File: config.mk
export PLATFORM = sky130hd
export DESIGN_NAME = opcode_spec_lexer
export DESIGN_NICKNAME = d
export VERILOG_FILES = /design/src/sv/osl_pkg.sv /design/src/sv/opcode_spec_lexer.sv /design/src/sv/osl_front.sv /design/src/sv/osl_queue.sv /design/src/sv/osl_back.sv
export SDC_FILE = /design/constraint.sdc
export NUM_CORES = 1
export LEC_CHECK = 0
export ABC_AREA = 1
export BUFFER_PORTS_ARGS = -buffer_cell sky130_fd_sc_hd__buf_4
export CAP_MARGIN = 20
export CORE_UTILIZATION = 50
export CTS_BUF_LIST = sky130_fd_sc_hd__clkbuf_16
export CTS_CLUSTER_DIAMETER = 30
export DETAILED_ROUTE_END_ITERATION = 6
export HOLD_SLACK_MARGIN = 0.08
export MAX_ROUTING_LAYER = met4
export PLACE_DENSITY = 0.67
export SYNTH_ARGS = -nofsm -noshare
export SYNTH_HDL_FRONTEND = slang
export SYNTH_HIERARCHICAL = 1
export SYNTH_SLANG_ARGS = --single-unit
File: constraint.sdc
create_clock -name clk -period 6.9 [get_ports clk]
set_clock_uncertainty 0.2 [all_clocks]
set_input_delay 0.69 -clock clk [delete_from_list [all_inputs] [get_ports clk]]
set_output_delay 0.69 -clock clk [all_outputs]
set_load 0.005 [all_outputs]
File: src/sv/osl_pkg.sv
// osl_pkg: shared types, character codes and keyword tables for the opcode spec lexer
// used by osl_front, osl_queue, osl_back and opcode_spec_lexer; no dependencies
package osl_pkg;

    // depth of the word queue between front and back
    localparam int QUEUE_DEPTH = 4;

    // keyword table size
    localparam int NUM_KW = 6;
    localparam int KW_MAX = 9;

    // lexer modes
    typedef enum logic [3:0] {
        MODE_IDLE,
        MODE_STR,
        MODE_ESC,
        MODE_ZERO,
        MODE_HEXS,
        MODE_HEX,
        MODE_OCT,
        MODE_DEC,
        MODE_FLOAT,
        MODE_WORD,
        MODE_HALT
    } mode_t;

    // token kinds
    typedef enum logic [3:0] {
        KIND_MINUS     = 4'd0,
        KIND_SEMI      = 4'd1,
        KIND_OPEN      = 4'd2,
        KIND_CLOSE     = 4'd3,
        KIND_UINT      = 4'd4,
        KIND_FLOAT     = 4'd5,
        KIND_SBYTE     = 4'd6,
        KIND_SEND      = 4'd7,
        KIND_PREFIX    = 4'd8,
        KIND_OPCODE    = 4'd9,
        KIND_UNKNOWN   = 4'd10,
        KIND_SILENT    = 4'd11,
        KIND_EXCEPTION = 4'd12,
        KIND_UD        = 4'd13,
        KIND_ERROR     = 4'd14,
        KIND_DONE      = 4'd15
    } kind_t;

    // character codes
    localparam logic [7:0] CH_TAB    = 8'h09;
    localparam logic [7:0] CH_LF     = 8'h0A;
    localparam logic [7:0] CH_CR     = 8'h0D;
    localparam logic [7:0] CH_SPACE  = 8'h20;
    localparam logic [7:0] CH_QUOTE  = 8'h22;
    localparam logic [7:0] CH_APOS   = 8'h27;
    localparam logic [7:0] CH_OPEN   = 8'h28;
    localparam logic [7:0] CH_CLOSE  = 8'h29;
    localparam logic [7:0] CH_MINUS  = 8'h2D;
    localparam logic [7:0] CH_DOT    = 8'h2E;
    localparam logic [7:0] CH_ZERO   = 8'h30;
    localparam logic [7:0] CH_NINE   = 8'h39;
    localparam logic [7:0] CH_SEMI   = 8'h3B;
    localparam logic [7:0] CH_UP_A   = 8'h41;
    localparam logic [7:0] CH_UP_F   = 8'h46;
    localparam logic [7:0] CH_UP_Z   = 8'h5A;
    localparam logic [7:0] CH_BSLASH = 8'h5C;
    localparam logic [7:0] CH_LO_A   = 8'h61;
    localparam logic [7:0] CH_LO_Z   = 8'h7A;
    localparam logic [7:0] CH_LO_X   = 8'h78;
    localparam logic [7:0] CASE_GAP  = 8'h20;

    // classified input word as it travels through the queue
    typedef struct packed {
        logic       eoi;
        logic [7:0] raw;
        logic [7:0] upper;
        logic       is_ws;
        logic       is_digit;
        logic       is_alpha;
        logic       is_hex;
        logic [3:0] hex_val;
    } char_t;

    // one result word
    typedef struct packed {
        kind_t       kind;
        logic [63:0] value;
        logic [7:0]  sbyte;
        logic        last;
    } result_t;

    // keyword spellings, upper case, zero padded
    localparam logic [7:0] KW_TEXT [NUM_KW][KW_MAX] = '{
        '{8'h50, 8'h52, 8'h45, 8'h46, 8'h49, 8'h58, 8'h00, 8'h00, 8'h00},
        '{8'h4F, 8'h50, 8'h43, 8'h4F, 8'h44, 8'h45, 8'h00, 8'h00, 8'h00},
        '{8'h55, 8'h4E, 8'h4B, 8'h4E, 8'h4F, 8'h57, 8'h4E, 8'h00, 8'h00},
        '{8'h53, 8'h49, 8'h4C, 8'h45, 8'h4E, 8'h54, 8'h00, 8'h00, 8'h00},
        '{8'h45, 8'h58, 8'h43, 8'h45, 8'h50, 8'h54, 8'h49, 8'h4F, 8'h4E},
        '{8'h55, 8'h44, 8'h00, 8'h00, 8'h00, 8'h00, 8'h00, 8'h00, 8'h00}
    };

    localparam logic [3:0] KW_LEN [NUM_KW] = '{4'd6, 4'd6, 4'd7, 4'd6, 4'd9, 4'd2};

    // keyword character at a position, zero past its end
    function automatic logic [7:0] kw_char(input logic [2:0] k, input logic [3:0] pos);
        logic [7:0] c;
        c = 8'h00;
        if ((int'(k) < NUM_KW) && (int'(pos) < KW_MAX))
        begin
            c = KW_TEXT[k][pos];
        end
        return c;
    endfunction

    // token kind of a keyword index
    function automatic kind_t kw_kind(input logic [2:0] k);
        kind_t r;
        unique case (k)
            3'd0:    r = KIND_PREFIX;
            3'd1:    r = KIND_OPCODE;
            3'd2:    r = KIND_UNKNOWN;
            3'd3:    r = KIND_SILENT;
            3'd4:    r = KIND_EXCEPTION;
            3'd5:    r = KIND_UD;
            default: r = KIND_ERROR;
        endcase
        return r;
    endfunction

endpackage

File: src/sv/opcode_spec_lexer.sv
// opcode_spec_lexer: accepted words pass through the queue to the back stage. throughput
// is one input word per cycle while in_stall is low; the back stage emits one result per
// cycle while out_stall is low, so a word that causes two results (token plus a reprocessed
// one, or token plus done) sends both; the queue absorbs bursts. reset is asynchronous,
// active low, and clears lexer state, queue and result buffer at once; no clearing pass.
module opcode_spec_lexer #(
    parameter int QUEUE_DEPTH = osl_pkg::QUEUE_DEPTH
) (
    input  logic        clk,
    input  logic        rst_n,
    input  logic        in_valid,
    output logic        in_stall,
    input  logic [7:0]  data_byte,
    input  logic        end_of_input,
    output logic        out_valid,
    input  logic        out_stall,
    output logic [3:0]  token_kind,
    output logic [63:0] token_value,
    output logic [7:0]  string_byte,
    output logic        last_of_item
);

    logic           queue_full;
    logic           push;
    osl_pkg::char_t push_data;
    logic           pop;
    logic           head_valid;
    osl_pkg::char_t head_data;

    // front: handshake and classification
    osl_front u_front (
        .in_valid     (in_valid),
        .in_stall     (in_stall),
        .data_byte    (data_byte),
        .end_of_input (end_of_input),
        .queue_full   (queue_full),
        .push         (push),
        .push_data    (push_data)
    );

    // queue between front and back
    osl_queue #(
        .DEPTH (QUEUE_DEPTH)
    ) u_queue (
        .clk        (clk),
        .rst_n      (rst_n),
        .push       (push),
        .push_data  (push_data),
        .full       (queue_full),
        .pop        (pop),
        .head_valid (head_valid),
        .head_data  (head_data)
    );

    // back: lexer and result buffer
    osl_back u_back (
        .clk          (clk),
        .rst_n        (rst_n),
        .head_valid   (head_valid),
        .head         (head_data),
        .pop          (pop),
        .out_valid    (out_valid),
        .out_stall    (out_stall),
        .token_kind   (token_kind),
        .token_value  (token_value),
        .string_byte  (string_byte),
        .last_of_item (last_of_item)
    );

endmodule

File: src/sv/osl_front.sv
// osl_front: input handshake and character classification
// depends on osl_pkg; feeds osl_queue
module osl_front (
    input  logic             in_valid,
    output logic             in_stall,
    input  logic [7:0]       data_byte,
    input  logic             end_of_input,
    input  logic             queue_full,
    output logic             push,
    output osl_pkg::char_t   push_data
);

    logic is_upper;
    logic is_lower;
    logic is_digit;
    logic is_hex_letter;

    // accept while the queue has room
    assign in_stall = queue_full;
    assign push     = in_valid && !queue_full;

    // character classes
    assign is_upper      = (data_byte >= osl_pkg::CH_UP_A) && (data_byte <= osl_pkg::CH_UP_Z);
    assign is_lower      = (data_byte >= osl_pkg::CH_LO_A) && (data_byte <= osl_pkg::CH_LO_Z);
    assign is_digit      = (data_byte >= osl_pkg::CH_ZERO) && (data_byte <= osl_pkg::CH_NINE);
    assign is_hex_letter = (push_data.upper >= osl_pkg::CH_UP_A)
                        && (push_data.upper <= osl_pkg::CH_UP_F)
                        && (is_upper || is_lower);

    assign push_data.eoi      = end_of_input;
    assign push_data.raw      = data_byte;
    assign push_data.upper    = is_lower ? (data_byte - osl_pkg::CASE_GAP) : data_byte;
    assign push_data.is_ws    = (data_byte == osl_pkg::CH_TAB) || (data_byte == osl_pkg::CH_LF)
                             || (data_byte == osl_pkg::CH_CR) || (data_byte == osl_pkg::CH_SPACE);
    assign push_data.is_digit = is_digit;
    assign push_data.is_alpha = is_upper || is_lower;
    assign push_data.is_hex   = is_digit || is_hex_letter;

    // digit value, letters a-f have low nibble 1..6
    assign push_data.hex_val  = is_digit ? data_byte[3:0] : (data_byte[3:0] + 4'd9);

endmodule

File: src/sv/osl_queue.sv
// osl_queue: short fifo of classified words between front and back
// depends on osl_pkg
module osl_queue #(
    parameter int DEPTH = osl_pkg::QUEUE_DEPTH
) (
    input  logic           clk,
    input  logic           rst_n,
    input  logic           push,
    input  osl_pkg::char_t push_data,
    output logic           full,
    input  logic           pop,
    output logic           head_valid,
    output osl_pkg::char_t head_data
);

    localparam int PTR_W = (DEPTH > 1) ? $clog2(DEPTH) : 1;
    localparam int CNT_W = $clog2(DEPTH + 1);

    osl_pkg::char_t   mem [DEPTH];
    logic [PTR_W-1:0] wr_ptr_reg, wr_ptr_next;
    logic [PTR_W-1:0] rd_ptr_reg, rd_ptr_next;
    logic [CNT_W-1:0] cnt_reg, cnt_next;
    logic             do_push;
    logic             do_pop;

    assign full       = (cnt_reg == CNT_W'(DEPTH));
    assign head_valid = (cnt_reg != '0);
    assign head_data  = mem[rd_ptr_reg];
    assign do_push    = push && !full;
    assign do_pop     = pop && head_valid;

    // pointer and count update
    always_comb
    begin
        wr_ptr_next = wr_ptr_reg;
        rd_ptr_next = rd_ptr_reg;
        cnt_next    = cnt_reg;
        if (do_push)
        begin
            wr_ptr_next = (wr_ptr_reg == PTR_W'(DEPTH - 1)) ? '0 : (wr_ptr_reg + 1'b1);
        end
        if (do_pop)
        begin
            rd_ptr_next = (rd_ptr_reg == PTR_W'(DEPTH - 1)) ? '0 : (rd_ptr_reg + 1'b1);
        end
        if (do_push && !do_pop)
        begin
            cnt_next = cnt_reg + 1'b1;
        end
        else if (do_pop && !do_push)
        begin
            cnt_next = cnt_reg - 1'b1;
        end
    end

    always_ff @(posedge clk or negedge rst_n)
    begin
        if (!rst_n)
        begin
            wr_ptr_reg <= '0;
            rd_ptr_reg <= '0;
            cnt_reg    <= '0;
        end
        else
        begin
            wr_ptr_reg <= wr_ptr_next;
            rd_ptr_reg <= rd_ptr_next;
            cnt_reg    <= cnt_next;
        end
    end

    // storage
    always_ff @(posedge clk)
    begin
        if (do_push)
        begin
            mem[wr_ptr_reg] <= push_data;
        end
    end

endmodule

File: src/sv/osl_back.sv
// osl_back: lexer state machine, number accumulator, keyword matcher and result buffer
// depends on osl_pkg; takes words from osl_queue
module osl_back (
    input  logic           clk,
    input  logic           rst_n,
    input  logic           head_valid,
    input  osl_pkg::char_t head,
    output logic           pop,
    output logic           out_valid,
    input  logic           out_stall,
    output logic [3:0]     token_kind,
    output logic [63:0]    token_value,
    output logic [7:0]     string_byte,
    output logic           last_of_item
);

    osl_pkg::mode_t   mode_reg, mode_next;
    logic [63:0]      acc_reg, acc_next;
    logic             frozen_reg, frozen_next;
    logic [3:0]       pos_reg, pos_next;
    logic [5:0]       cand_reg, cand_next;

    osl_pkg::result_t slot0_reg, slot0_next;
    osl_pkg::result_t slot1_reg, slot1_next;
    logic [1:0]       cnt_reg, cnt_next;

    logic [67:0]      acc_shift;
    logic [67:0]      acc_wide;
    logic [63:0]      acc_push;
    logic [5:0]       cand_add;
    logic [5:0]       cand_init;
    logic [3:0]       pos_add;
    logic             fin_ok;
    osl_pkg::kind_t   fin_kind;

    logic [1:0]       nres;
    osl_pkg::kind_t   r0_kind;
    logic [63:0]      r0_value;
    logic [7:0]       r0_sbyte;
    osl_pkg::kind_t   r1_kind;
    logic             reproc;
    logic             ia_emit;
    osl_pkg::kind_t   ia_kind;

    logic             deq;
    logic [1:0]       cnt_after;
    logic [2:0]       cnt_sum;
    osl_pkg::result_t new0;
    osl_pkg::result_t new1;

    // shared accumulator step: acc * base + digit, saturating
    always_comb
    begin
        priority if (mode_reg == osl_pkg::MODE_HEX)
        begin
            acc_shift = {acc_reg, 4'b0000};
        end
        else if ((mode_reg == osl_pkg::MODE_ZERO) || (mode_reg == osl_pkg::MODE_OCT))
        begin
            acc_shift = {1'b0, acc_reg, 3'b000};
        end
        else
        begin
            acc_shift = {3'b000, acc_reg, 1'b0} + {1'b0, acc_reg, 3'b000};
        end
    end

    assign acc_wide = acc_shift + {64'd0, head.hex_val};
    assign acc_push = (|acc_wide[67:64]) ? {64{1'b1}} : acc_wide[63:0];

    // keyword candidate update per letter
    always_comb
    begin
        for (int k = 0; k < osl_pkg::NUM_KW; k++)
        begin
            cand_add[k]  = cand_reg[k] && (osl_pkg::kw_char(3'(k), pos_reg) == head.upper);
            cand_init[k] = (osl_pkg::kw_char(3'(k), 4'd0) == head.upper);
        end
    end

    assign pos_add = (pos_reg == 4'hF) ? pos_reg : (pos_reg + 4'd1);

    // keyword lookup at the end of a word, lowest index wins
    always_comb
    begin
        fin_ok   = 1'b0;
        fin_kind = osl_pkg::KIND_ERROR;
        for (int k = osl_pkg::NUM_KW - 1; k >= 0; k--)
        begin
            if (cand_reg[k] && (pos_reg == osl_pkg::KW_LEN[k]))
            begin
                fin_ok   = 1'b1;
                fin_kind = osl_pkg::kw_kind(3'(k));
            end
        end
    end

    // action of a byte seen in idle
    always_comb
    begin
        ia_emit = 1'b1;
        ia_kind = osl_pkg::KIND_ERROR;
        priority if (head.is_ws)
        begin
            ia_emit = 1'b0;
        end
        else if (head.raw == osl_pkg::CH_MINUS)
        begin
            ia_kind = osl_pkg::KIND_MINUS;
        end
        else if (head.raw == osl_pkg::CH_SEMI)
        begin
            ia_kind = osl_pkg::KIND_SEMI;
        end
        else if (head.raw == osl_pkg::CH_OPEN)
        begin
            ia_kind = osl_pkg::KIND_OPEN;
        end
        else if (head.raw == osl_pkg::CH_CLOSE)
        begin
            ia_kind = osl_pkg::KIND_CLOSE;
        end
        else if ((head.raw == osl_pkg::CH_QUOTE) || head.is_digit || head.is_alpha)
        begin
            ia_emit = 1'b0;
        end
        else
        begin
            ia_kind = osl_pkg::KIND_ERROR;
        end
    end

    // one lexer step for the word at the queue head
    always_comb
    begin
        mode_next   = mode_reg;
        acc_next    = acc_reg;
        frozen_next = frozen_reg;
        pos_next    = pos_reg;
        cand_next   = cand_reg;
        nres        = 2'd0;
        r0_kind     = osl_pkg::KIND_DONE;
        r0_value    = '0;
        r0_sbyte    = '0;
        r1_kind     = osl_pkg::KIND_DONE;
        reproc      = 1'b0;

        if (head.eoi)
        begin
            // flush the pending token or report an unfinished one as error, then done
            unique case (mode_reg)
                osl_pkg::MODE_IDLE, osl_pkg::MODE_HALT:
                begin
                end
                osl_pkg::MODE_ZERO, osl_pkg::MODE_HEX, osl_pkg::MODE_OCT, osl_pkg::MODE_DEC:
                begin
                    r0_kind  = osl_pkg::KIND_UINT;
                    r0_value = acc_reg;
                    nres     = 2'd1;
                end
                osl_pkg::MODE_FLOAT:
                begin
                    r0_kind = osl_pkg::KIND_FLOAT;
                    nres    = 2'd1;
                end
                osl_pkg::MODE_WORD:
                begin
                    r0_kind = fin_ok ? fin_kind : osl_pkg::KIND_ERROR;
                    nres    = 2'd1;
                end
                default:
                begin
                    r0_kind = osl_pkg::KIND_ERROR;
                    nres    = 2'd1;
                end
            endcase
            if (nres == 2'd0)
            begin
                r0_kind = osl_pkg::KIND_DONE;
                nres    = 2'd1;
            end
            else
            begin
                r1_kind = osl_pkg::KIND_DONE;
                nres    = 2'd2;
            end
            mode_next   = osl_pkg::MODE_IDLE;
            acc_next    = '0;
            frozen_next = 1'b0;
            pos_next    = '0;
            cand_next   = '1;
        end
        else
        begin
            unique case (mode_reg)
                osl_pkg::MODE_IDLE:
                begin
                    reproc = 1'b1;
                end
                osl_pkg::MODE_STR:
                begin
                    priority if (head.raw == osl_pkg::CH_QUOTE)
                    begin
                        r0_kind   = osl_pkg::KIND_SEND;
                        nres      = 2'd1;
                        mode_next = osl_pkg::MODE_IDLE;
                    end
                    else if (head.raw == osl_pkg::CH_BSLASH)
                    begin
                        mode_next = osl_pkg::MODE_ESC;
                    end
                    else
                    begin
                        r0_kind  = osl_pkg::KIND_SBYTE;
                        r0_sbyte = head.raw;
                        nres     = 2'd1;
                    end
                end
                osl_pkg::MODE_ESC:
                begin
                    if ((head.raw == osl_pkg::CH_BSLASH) || (head.raw == osl_pkg::CH_APOS)
                        || (head.raw == osl_pkg::CH_QUOTE))
                    begin
                        r0_kind   = osl_pkg::KIND_SBYTE;
                        r0_sbyte  = head.raw;
                        nres      = 2'd1;
                        mode_next = osl_pkg::MODE_STR;
                    end
                    else
                    begin
                        r0_kind   = osl_pkg::KIND_ERROR;
                        nres      = 2'd1;
                        mode_next = osl_pkg::MODE_HALT;
                    end
                end
                osl_pkg::MODE_ZERO:
                begin
                    priority if (head.raw == osl_pkg::CH_LO_X)
                    begin
                        mode_next = osl_pkg::MODE_HEXS;
                    end
                    else if (head.is_digit)
                    begin
                        mode_next = osl_pkg::MODE_OCT;
                        if (head.hex_val[3])
                        begin
                            frozen_next = 1'b1;
                        end
                        else
                        begin
                            frozen_next = 1'b0;
                            acc_next    = acc_push;
                        end
                    end
                    else
                    begin
                        r0_kind = osl_pkg::KIND_UINT;
                        nres    = 2'd1;
                        reproc  = 1'b1;
                    end
                end
                osl_pkg::MODE_HEXS:
                begin
                    if (head.is_hex)
                    begin
                        acc_next  = {60'd0, head.hex_val};
                        mode_next = osl_pkg::MODE_HEX;
                    end
                    else
                    begin
                        r0_kind   = osl_pkg::KIND_ERROR;
                        nres      = 2'd1;
                        mode_next = osl_pkg::MODE_HALT;
                    end
                end
                osl_pkg::MODE_HEX:
                begin
                    if (head.is_hex)
                    begin
                        acc_next = acc_push;
                    end
                    else
                    begin
                        r0_kind  = osl_pkg::KIND_UINT;
                        r0_value = acc_reg;
                        nres     = 2'd1;
                        reproc   = 1'b1;
                    end
                end
                osl_pkg::MODE_OCT:
                begin
                    priority if (head.is_digit)
                    begin
                        if (!frozen_reg)
                        begin
                            if (head.hex_val[3])
                            begin
                                frozen_next = 1'b1;
                            end
                            else
                            begin
                                acc_next = acc_push;
                            end
                        end
                    end
                    else if (head.raw == osl_pkg::CH_DOT)
                    begin
                        mode_next = osl_pkg::MODE_FLOAT;
                    end
                    else
                    begin
                        r0_kind  = osl_pkg::KIND_UINT;
                        r0_value = acc_reg;
                        nres     = 2'd1;
                        reproc   = 1'b1;
                    end
                end
                osl_pkg::MODE_DEC:
                begin
                    priority if (head.is_digit)
                    begin
                        acc_next = acc_push;
                    end
                    else if (head.raw == osl_pkg::CH_DOT)
                    begin
                        mode_next = osl_pkg::MODE_FLOAT;
                    end
                    else
                    begin
                        r0_kind  = osl_pkg::KIND_UINT;
                        r0_value = acc_reg;
                        nres     = 2'd1;
                        reproc   = 1'b1;
                    end
                end
                osl_pkg::MODE_FLOAT:
                begin
                    if (!head.is_digit)
                    begin
                        r0_kind = osl_pkg::KIND_FLOAT;
                        nres    = 2'd1;
                        reproc  = 1'b1;
                    end
                end
                osl_pkg::MODE_WORD:
                begin
                    priority if (head.is_alpha)
                    begin
                        cand_next = cand_add;
                        pos_next  = pos_add;
                    end
                    else if (!fin_ok)
                    begin
                        r0_kind   = osl_pkg::KIND_ERROR;
                        nres      = 2'd1;
                        mode_next = osl_pkg::MODE_HALT;
                    end
                    else
                    begin
                        r0_kind = fin_kind;
                        nres    = 2'd1;
                        reproc  = 1'b1;
                    end
                end
                default:
                begin
                    mode_next = osl_pkg::MODE_HALT;
                end
            endcase

            // ending byte handled again as in idle
            if (reproc)
            begin
                priority if (head.is_ws)
                begin
                    mode_next = osl_pkg::MODE_IDLE;
                end
                else if (head.raw == osl_pkg::CH_QUOTE)
                begin
                    mode_next = osl_pkg::MODE_STR;
                end
                else if (head.raw == osl_pkg::CH_ZERO)
                begin
                    mode_next   = osl_pkg::MODE_ZERO;
                    acc_next    = '0;
                    frozen_next = 1'b0;
                end
                else if (head.is_digit)
                begin
                    mode_next = osl_pkg::MODE_DEC;
                    acc_next  = {60'd0, head.hex_val};
                end
                else if (head.is_alpha)
                begin
                    mode_next = osl_pkg::MODE_WORD;
                    pos_next  = 4'd1;
                    cand_next = cand_init;
                end
                else if (ia_kind == osl_pkg::KIND_ERROR)
                begin
                    mode_next = osl_pkg::MODE_HALT;
                end
                else
                begin
                    mode_next = osl_pkg::MODE_IDLE;
                end
                if (ia_emit)
                begin
                    if (nres == 2'd0)
                    begin
                        r0_kind = ia_kind;
                        nres    = 2'd1;
                    end
                    else
                    begin
                        r1_kind = ia_kind;
                        nres    = 2'd2;
                    end
                end
            end
        end
    end

    // result buffer: two words, head in slot 0
    assign deq       = (cnt_reg != 2'd0) && !out_stall;
    assign cnt_after = cnt_reg - {1'b0, deq};
    assign cnt_sum   = {1'b0, cnt_after} + {1'b0, nres};
    assign pop       = head_valid && (cnt_sum <= 3'd2);

    assign new0 = '{kind: r0_kind, value: r0_value, sbyte: r0_sbyte, last: (nres == 2'd1)};
    assign new1 = '{kind: r1_kind, value: 64'd0, sbyte: 8'd0, last: 1'b1};

    always_comb
    begin
        slot0_next = deq ? slot1_reg : slot0_reg;
        slot1_next = slot1_reg;
        cnt_next   = cnt_after;
        if (pop && (nres != 2'd0))
        begin
            if (cnt_after == 2'd0)
            begin
                slot0_next = new0;
                slot1_next = new1;
            end
            else
            begin
                slot1_next = new0;
            end
            cnt_next = cnt_sum[1:0];
        end
    end

    // control state
    always_ff @(posedge clk or negedge rst_n)
    begin
        if (!rst_n)
        begin
            mode_reg   <= osl_pkg::MODE_IDLE;
            acc_reg    <= '0;
            frozen_reg <= 1'b0;
            pos_reg    <= '0;
            cand_reg   <= '1;
            cnt_reg    <= 2'd0;
        end
        else
        begin
            if (pop)
            begin
                mode_reg   <= mode_next;
                acc_reg    <= acc_next;
                frozen_reg <= frozen_next;
                pos_reg    <= pos_next;
                cand_reg   <= cand_next;
            end
            cnt_reg <= cnt_next;
        end
    end

    // result payload
    always_ff @(posedge clk)
    begin
        slot0_reg <= slot0_next;
        slot1_reg <= slot1_next;
    end

    assign out_valid    = (cnt_reg != 2'd0);
    assign token_kind   = slot0_reg.kind;
    assign token_value  = slot0_reg.value;
    assign string_byte  = slot0_reg.sbyte;
    assign last_of_item = slot0_reg.last;

endmodule
# Word level (Yosys, flattened, before mapping)
# Memories as Yosys holds them, arrays and structs flattened.
# Cells that the tools add are included.
# totals
ramBits,100
output_inout_bits,79
inputBits,13
ff_bits,242
rom_bits,768
word_cells,334
memories,7
# mem_list
name,depth,word_bits,rd,rd_clocked_by_memory_dff,wr,line_no,source
(name not given),16,8,1,0,0,osl_pkg.sv:108,c = KW_TEXT[k][pos];
(name not given),16,8,1,0,0,osl_pkg.sv:108,
(name not given),16,8,1,0,0,osl_pkg.sv:108,
(name not given),16,8,1,0,0,osl_pkg.sv:108,
(name not given),16,8,1,0,0,osl_pkg.sv:108,
(name not given),16,8,1,0,0,osl_pkg.sv:108,
+1 memories,-,-,-,-,-,-,
# op_classes
muxes,181
n_reduce_logical,54
bitwise,1
order_cmp,11
eq_ne,52
addsub,11
# op_table
operator,count
$mux 64,20
$pmux 64 s5,1
$mux 77,4
$mux 4,53
$mux 8,23
$mux 68,2
$pmux 64 s2,1
$eq 8x6->1 const B,9
$add 65x67->68,1
$add 68x4->68,1
$mux 6,9
$eq 8x8->1,6
$eq 7x8->1 const A,5
$mux 1,40
$pmux 4 s8,1
$mux 2,14
$pmux 4 s7,1
$logic_and 1x1->1,25
$eq 4x3->1 const B,6
$eq 4x4->1 const B,6
$eq 8x4->1 const B,3
$ge 8x7->1 const B,3
$le 8x7->1 const B,3
$mux 3,7
other kinds (40),66

# Logic depth before layout (Yosys ltp)
# depth
word_depth,21
mapped_depth,36
mapped_depth_nobuf,34

# Hierarchy
# The synthesis kept the hierarchy.
# by_module_without_submodules
mod,n_inst,cells_each,seq_area_each_um2,area_per_inst_um2
osl_back,1,3748,5888.1,22954.5
osl_queue,1,351,3178.0,4440.5
osl_front,1,101,0.0,584.3

# Worst setup path after synthesis
# Ideal clock, no wire load.
# synth_timing
path_type,flip-flop to flip-flop
start,reg u_queue.rd_ptr_reg[0]
end,reg u_back/slot1_reg[0] (netlist name) (enable)
stages_incl_launch_ff,27
path_slack_ns,0.664
t_required_ns,6.267
arrival_ns,5.603
synth_period_minus_slack_ns,6.236
path_buffers,2
setup_ns,0.433
cell_sequence,dfrtp_1 buf_6 buf_6 o211ai_1 nand2_1 nor2_1 nand3_1 nor3_1 nor2_1 inv_1 nor2_1 nor2_1 o21ai_0 nor2_1 inv_1 ha_1 a21oi_1 o21ai_1 nand2_1 inv_1 ha_1 fa_1 nand2_1 nand2_1 nor2_1 nand2_1 inv_1
# synth_rtl
item,line_no,source
start: declaration,osl_queue.sv:21,"logic [PTR_W-1:0] rd_ptr_reg, rd_ptr_next;"
start signal: assignment,osl_queue.sv:67,rd_ptr_reg <= rd_ptr_next;
end signal: assignment,osl_back.sv:483,slot1_reg <= slot1_next;
end: declaration,osl_back.sv:24,"osl_pkg::result_t slot1_reg, slot1_next;"

==> results.yml <==
final_layout:
  largest_register_ffs: 100
  fin_cells: 5048
  final_cell_mix: "nand2_1 (1419), inv_1 (614), nor2_1 (472)"
  areaGrowthSynthToFinish_pct: 12.74
  layout_commonest_cell: "nand2_1"
  fillers: 5363
  insertedDiodeCount: 0
  drive_gt1_share_pct: 8.721
  final_net_count: 4357
logic_synthesis:
  netlist_area_sq_um: 27980
  synth_seq_area_share_pct: 32.40
  synth-edff-count: 177
  syn_nets: 4309
  synthXorXnorAreaFrac_pct: 2.097
  synth_top_family_by_area: "simple AND/OR/NAND/NOR gates"
  syn-instance-count: 4200
  yosysUniqueCellTypes: 62
  ys_ff_latch: 342
  async_flop_share_pct: 25.73
  synth-simple-area-share_pct: 36.20
  ys.flop_type: "edfxtp_1"
  synth_adder_area_share_pct: 4.400
  yosysWarnings: 6
  muxShareOfSynthArea_pct: 5.116
  synth_compound_area_share_pct: 8.304
  avgSynthCellArea_sq_um: 6.662
timing:
  max_freq_ghz: 0.1599
  worstMarginPinSlew_ns: 1.011
  layout_setup_ws_ns: 0.6466
  drv_slew: 0
  grt_setup_unrepaired: "no"
  min_period_ns: 6.253
  setup_viol: 0
  finalCritPeriodShare_pct: 90.63
  slew_headroom_pct: 32.58
  tns_ns: 0
  hold_viol: 0
worst_setup_path:
  worstRegToRegCells: 29
  required_ns: 7.17
  critPathCaptureType: "flop"
  path_buf_inv: 7
  cp_slowest_stage_delay_ns: 0.64
  rr_startpoint: "u_queue/rd_ptr_reg[0]"
  crit_type: "flop to flop"
  crit_family: "simple AND/OR/NAND/NOR gates"
  crit_arrival_ns: 6.52
  start_kind: "flop"
  crit_path_frequent_cell: "nand2_1"
  reg2reg_slack_ns: 0.65
  r2r_end: "u_back/token_kind[3]"
  critPathSlowestCell: "dfrtp_4"
  crit_fanout: 45
global_route:
  grtUsageTotal_pct: 32.23
  grt_max_degree: 73
  overflow: 0
  grt_pass1_wl_um: 138500
  antenna_found_initial: 0
  grt_pass1_vias: 25080
power_and_ir_drop:
  comb_power_share_pct: 48.2
  p_int_mw: 7.589
  power_frac_clock_pct: 25.2
  switching_share_pct: 45.05
  leakagePower_nw: 15.76
  p_per_area_nw_per_um2: 437.8
  seq_power_share_pct: 26.6
  p_sw_mw: 6.221
  ir_drop_v: 0.0007717
drt:
  num_vias: 27000
  drc: 0
  vias_per_cell: 5.349
  ant_nets: 0
  wl_per_cell_um: 17.67
  first_iter_violations: 2400
  dr.pass1.iters: 5
  wirelength_um: 89200
floorplanning:
  die_h_um: 238.6
  start_util_pct: 50.69
  coreArea_sq_um: 55200
  ios: 92
  die_x_um: 238.6
  rows: 86
  dieArea_sq_um: 56910
min_path:
  hold_depth: 1
  hold_path_startpoint: "data_byte[7]"
  min_path_type: "input pin to flop"
  hold_end: "u_queue/mem[0][23]"
cts:
  cts_buffer_depth: 3
  clkTransAtPathRegs_ns: 0.05
  clk_latency_ns: 0.60
  cts_sinks: 342
  cts-htree-levels: 3
  cts_tree: "built"
  clock_tree.root_cell: "clkbuf_16"
  cts_buffers: 67
place:
  placed_cells: 4924
  dp_hpwl_um: 67500
  dp_slack_ns: 0.6165
  gp_congestion: 0.9920
  portBuffers: 91
run:
  maxCapViolCount: 0
status:
  status: "finished, final reports clean"
## metal layers
layer,routed length [um],vias up,share of wire [%],track usage [%]
li1,-,13540,-,-
met1,40980,12400,46,43.82
met2,39850,912,45,49.77
met3,5735,151,6.4,3.868
met4,2638,0,3.0,10.84
met5,0,-,0,-
## worst register-to-register path: cells and delay by family, from the launching register on
kind,cells,cell delay [ns]
and+or+nand+nor,13,2.27
buffers and inverters,7,1.39
adders and majority gates,3,0.95
AOI/OAI and AO/OA,6,0.65
DFF,1,0.64
## cell usage after synthesis, types with 14 or more instances
cell	number	area share, %
xnor2_1	14	0.44
mux2i_1	143	5.1
o211ai_1	54	1.4
nand4_1	45	1.0
buf_2	32	0.57
edfxtp_1	177	19
ha_1	92	4.1
nand3_1	275	4.9
nand3b_1	16	0.43
xor2_1	53	1.7
nand3_2	65	2.3
o22ai_1	18	0.40
nor2_1	478	6.4
nand2_1	1420	19
buf_6	17	0.68
nor3_1	33	0.59
dfrtp_1	82	7.3
a21oi_1	192	3.4
inv_2	14	0.19
clkbuf_1	54	0.72
inv_1	609	8.2
buf_4	36	0.97
o21ai_0	64	1.1
dfxtp_1	77	5.5
## power by group through the flow
| stage | Combinational, mW | Clock [mW] | Sequential (mW) |
|---|---|---|---|
| 2_1_floorplan | 4.60 | 0 | 3.50 |
| 3_3_place_gp | 6.51 | 0 | 3.68 |
| 3_5_place_dp | 6.55 | 0 | 3.68 |
| 4_1_cts | 6.60 | 3.52 | 3.65 |
| 5_1_grt | 7.28 | 3.62 | 3.73 |
| 6_report | 6.66 | 3.48 | 3.67 |
## how the worst max path moves through the flow
stage | startpoint | end | slack [ns] | cells after the start
6_report | u_queue/rd_ptr_reg[0] | u_back/token_kind[3] | 0.65 | 29
5_1_grt | u_queue/rd_ptr_reg[0] | u_back/string_byte[1] | 0.18 | 30
4_1_cts | u_queue/rd_ptr_reg[0] | u_back/string_byte[5] | 0.59 | 30
3_5_place_dp | u_queue/rd_ptr_reg[0] | u_back/string_byte[5] | 0.62 | 30
3_3_place_gp | u_queue/rd_ptr_reg[0] | u_back/last_of_item | 0.72 | 25
2_1_floorplan | u_queue/rd_ptr_reg[0] | u_back/slot1_reg[0] | 0.66 | 26
## cell type report
| cell class | count | area, sq um | share of cell area (%) |
|---|---|---|---|
| repair buffers | 127 | 1028 | 3.260 |
| well taps | 748 | 935.9 | 2.967 |
| clock inverters | 54 | 734.5 | 2.328 |
| flip-flops and latches | 342 | 9070 | 28.75 |
| clock buffers | 67 | 1677 | 5.315 |
| inverters | 627 | 2355 | 7.465 |
| multi-input cells | 3083 | 15740 | 49.91 |
## stage by stage
stage          total power, mW  hold slack (ns)  area [sq um]  utilization [%]
3_3_place_gp             10.19           0.2826         29080            52.69
4_1_cts                  13.77           0.1194         31510            57.09
5_1_grt                  14.64           0.1320         31540            57.14
3_5_place_dp             10.23           0.2856         29080            52.69
2_1_floorplan            8.092           0.1944         27980                -
6_report                 13.81           0.1414         31540            57.14
## cell families (layout without fill, tap and decap cells)
logic type / count (synthesis) / count (layout)
simple gates: 2382 / 2382
xor+xnor: 67 / 67
buf+inv: 775 / 875
mux: 143 / 143
fa+ha+maj: 96 / 96
flops: 342 / 342
compound gates: 395 / 395
## repair_timing
| action | in CTS | in global routing |
|---|---|---|
| setup endpoints to repair | 0 | 1 |
| buffers inserted | 0 | 0 |
| resized for setup | 0 | 1 |
| hold endpoints to repair | 36 | 0 |
| hold buffers | 2 | 0 |
Note: power is estimated with default switching activity, not from simulation.
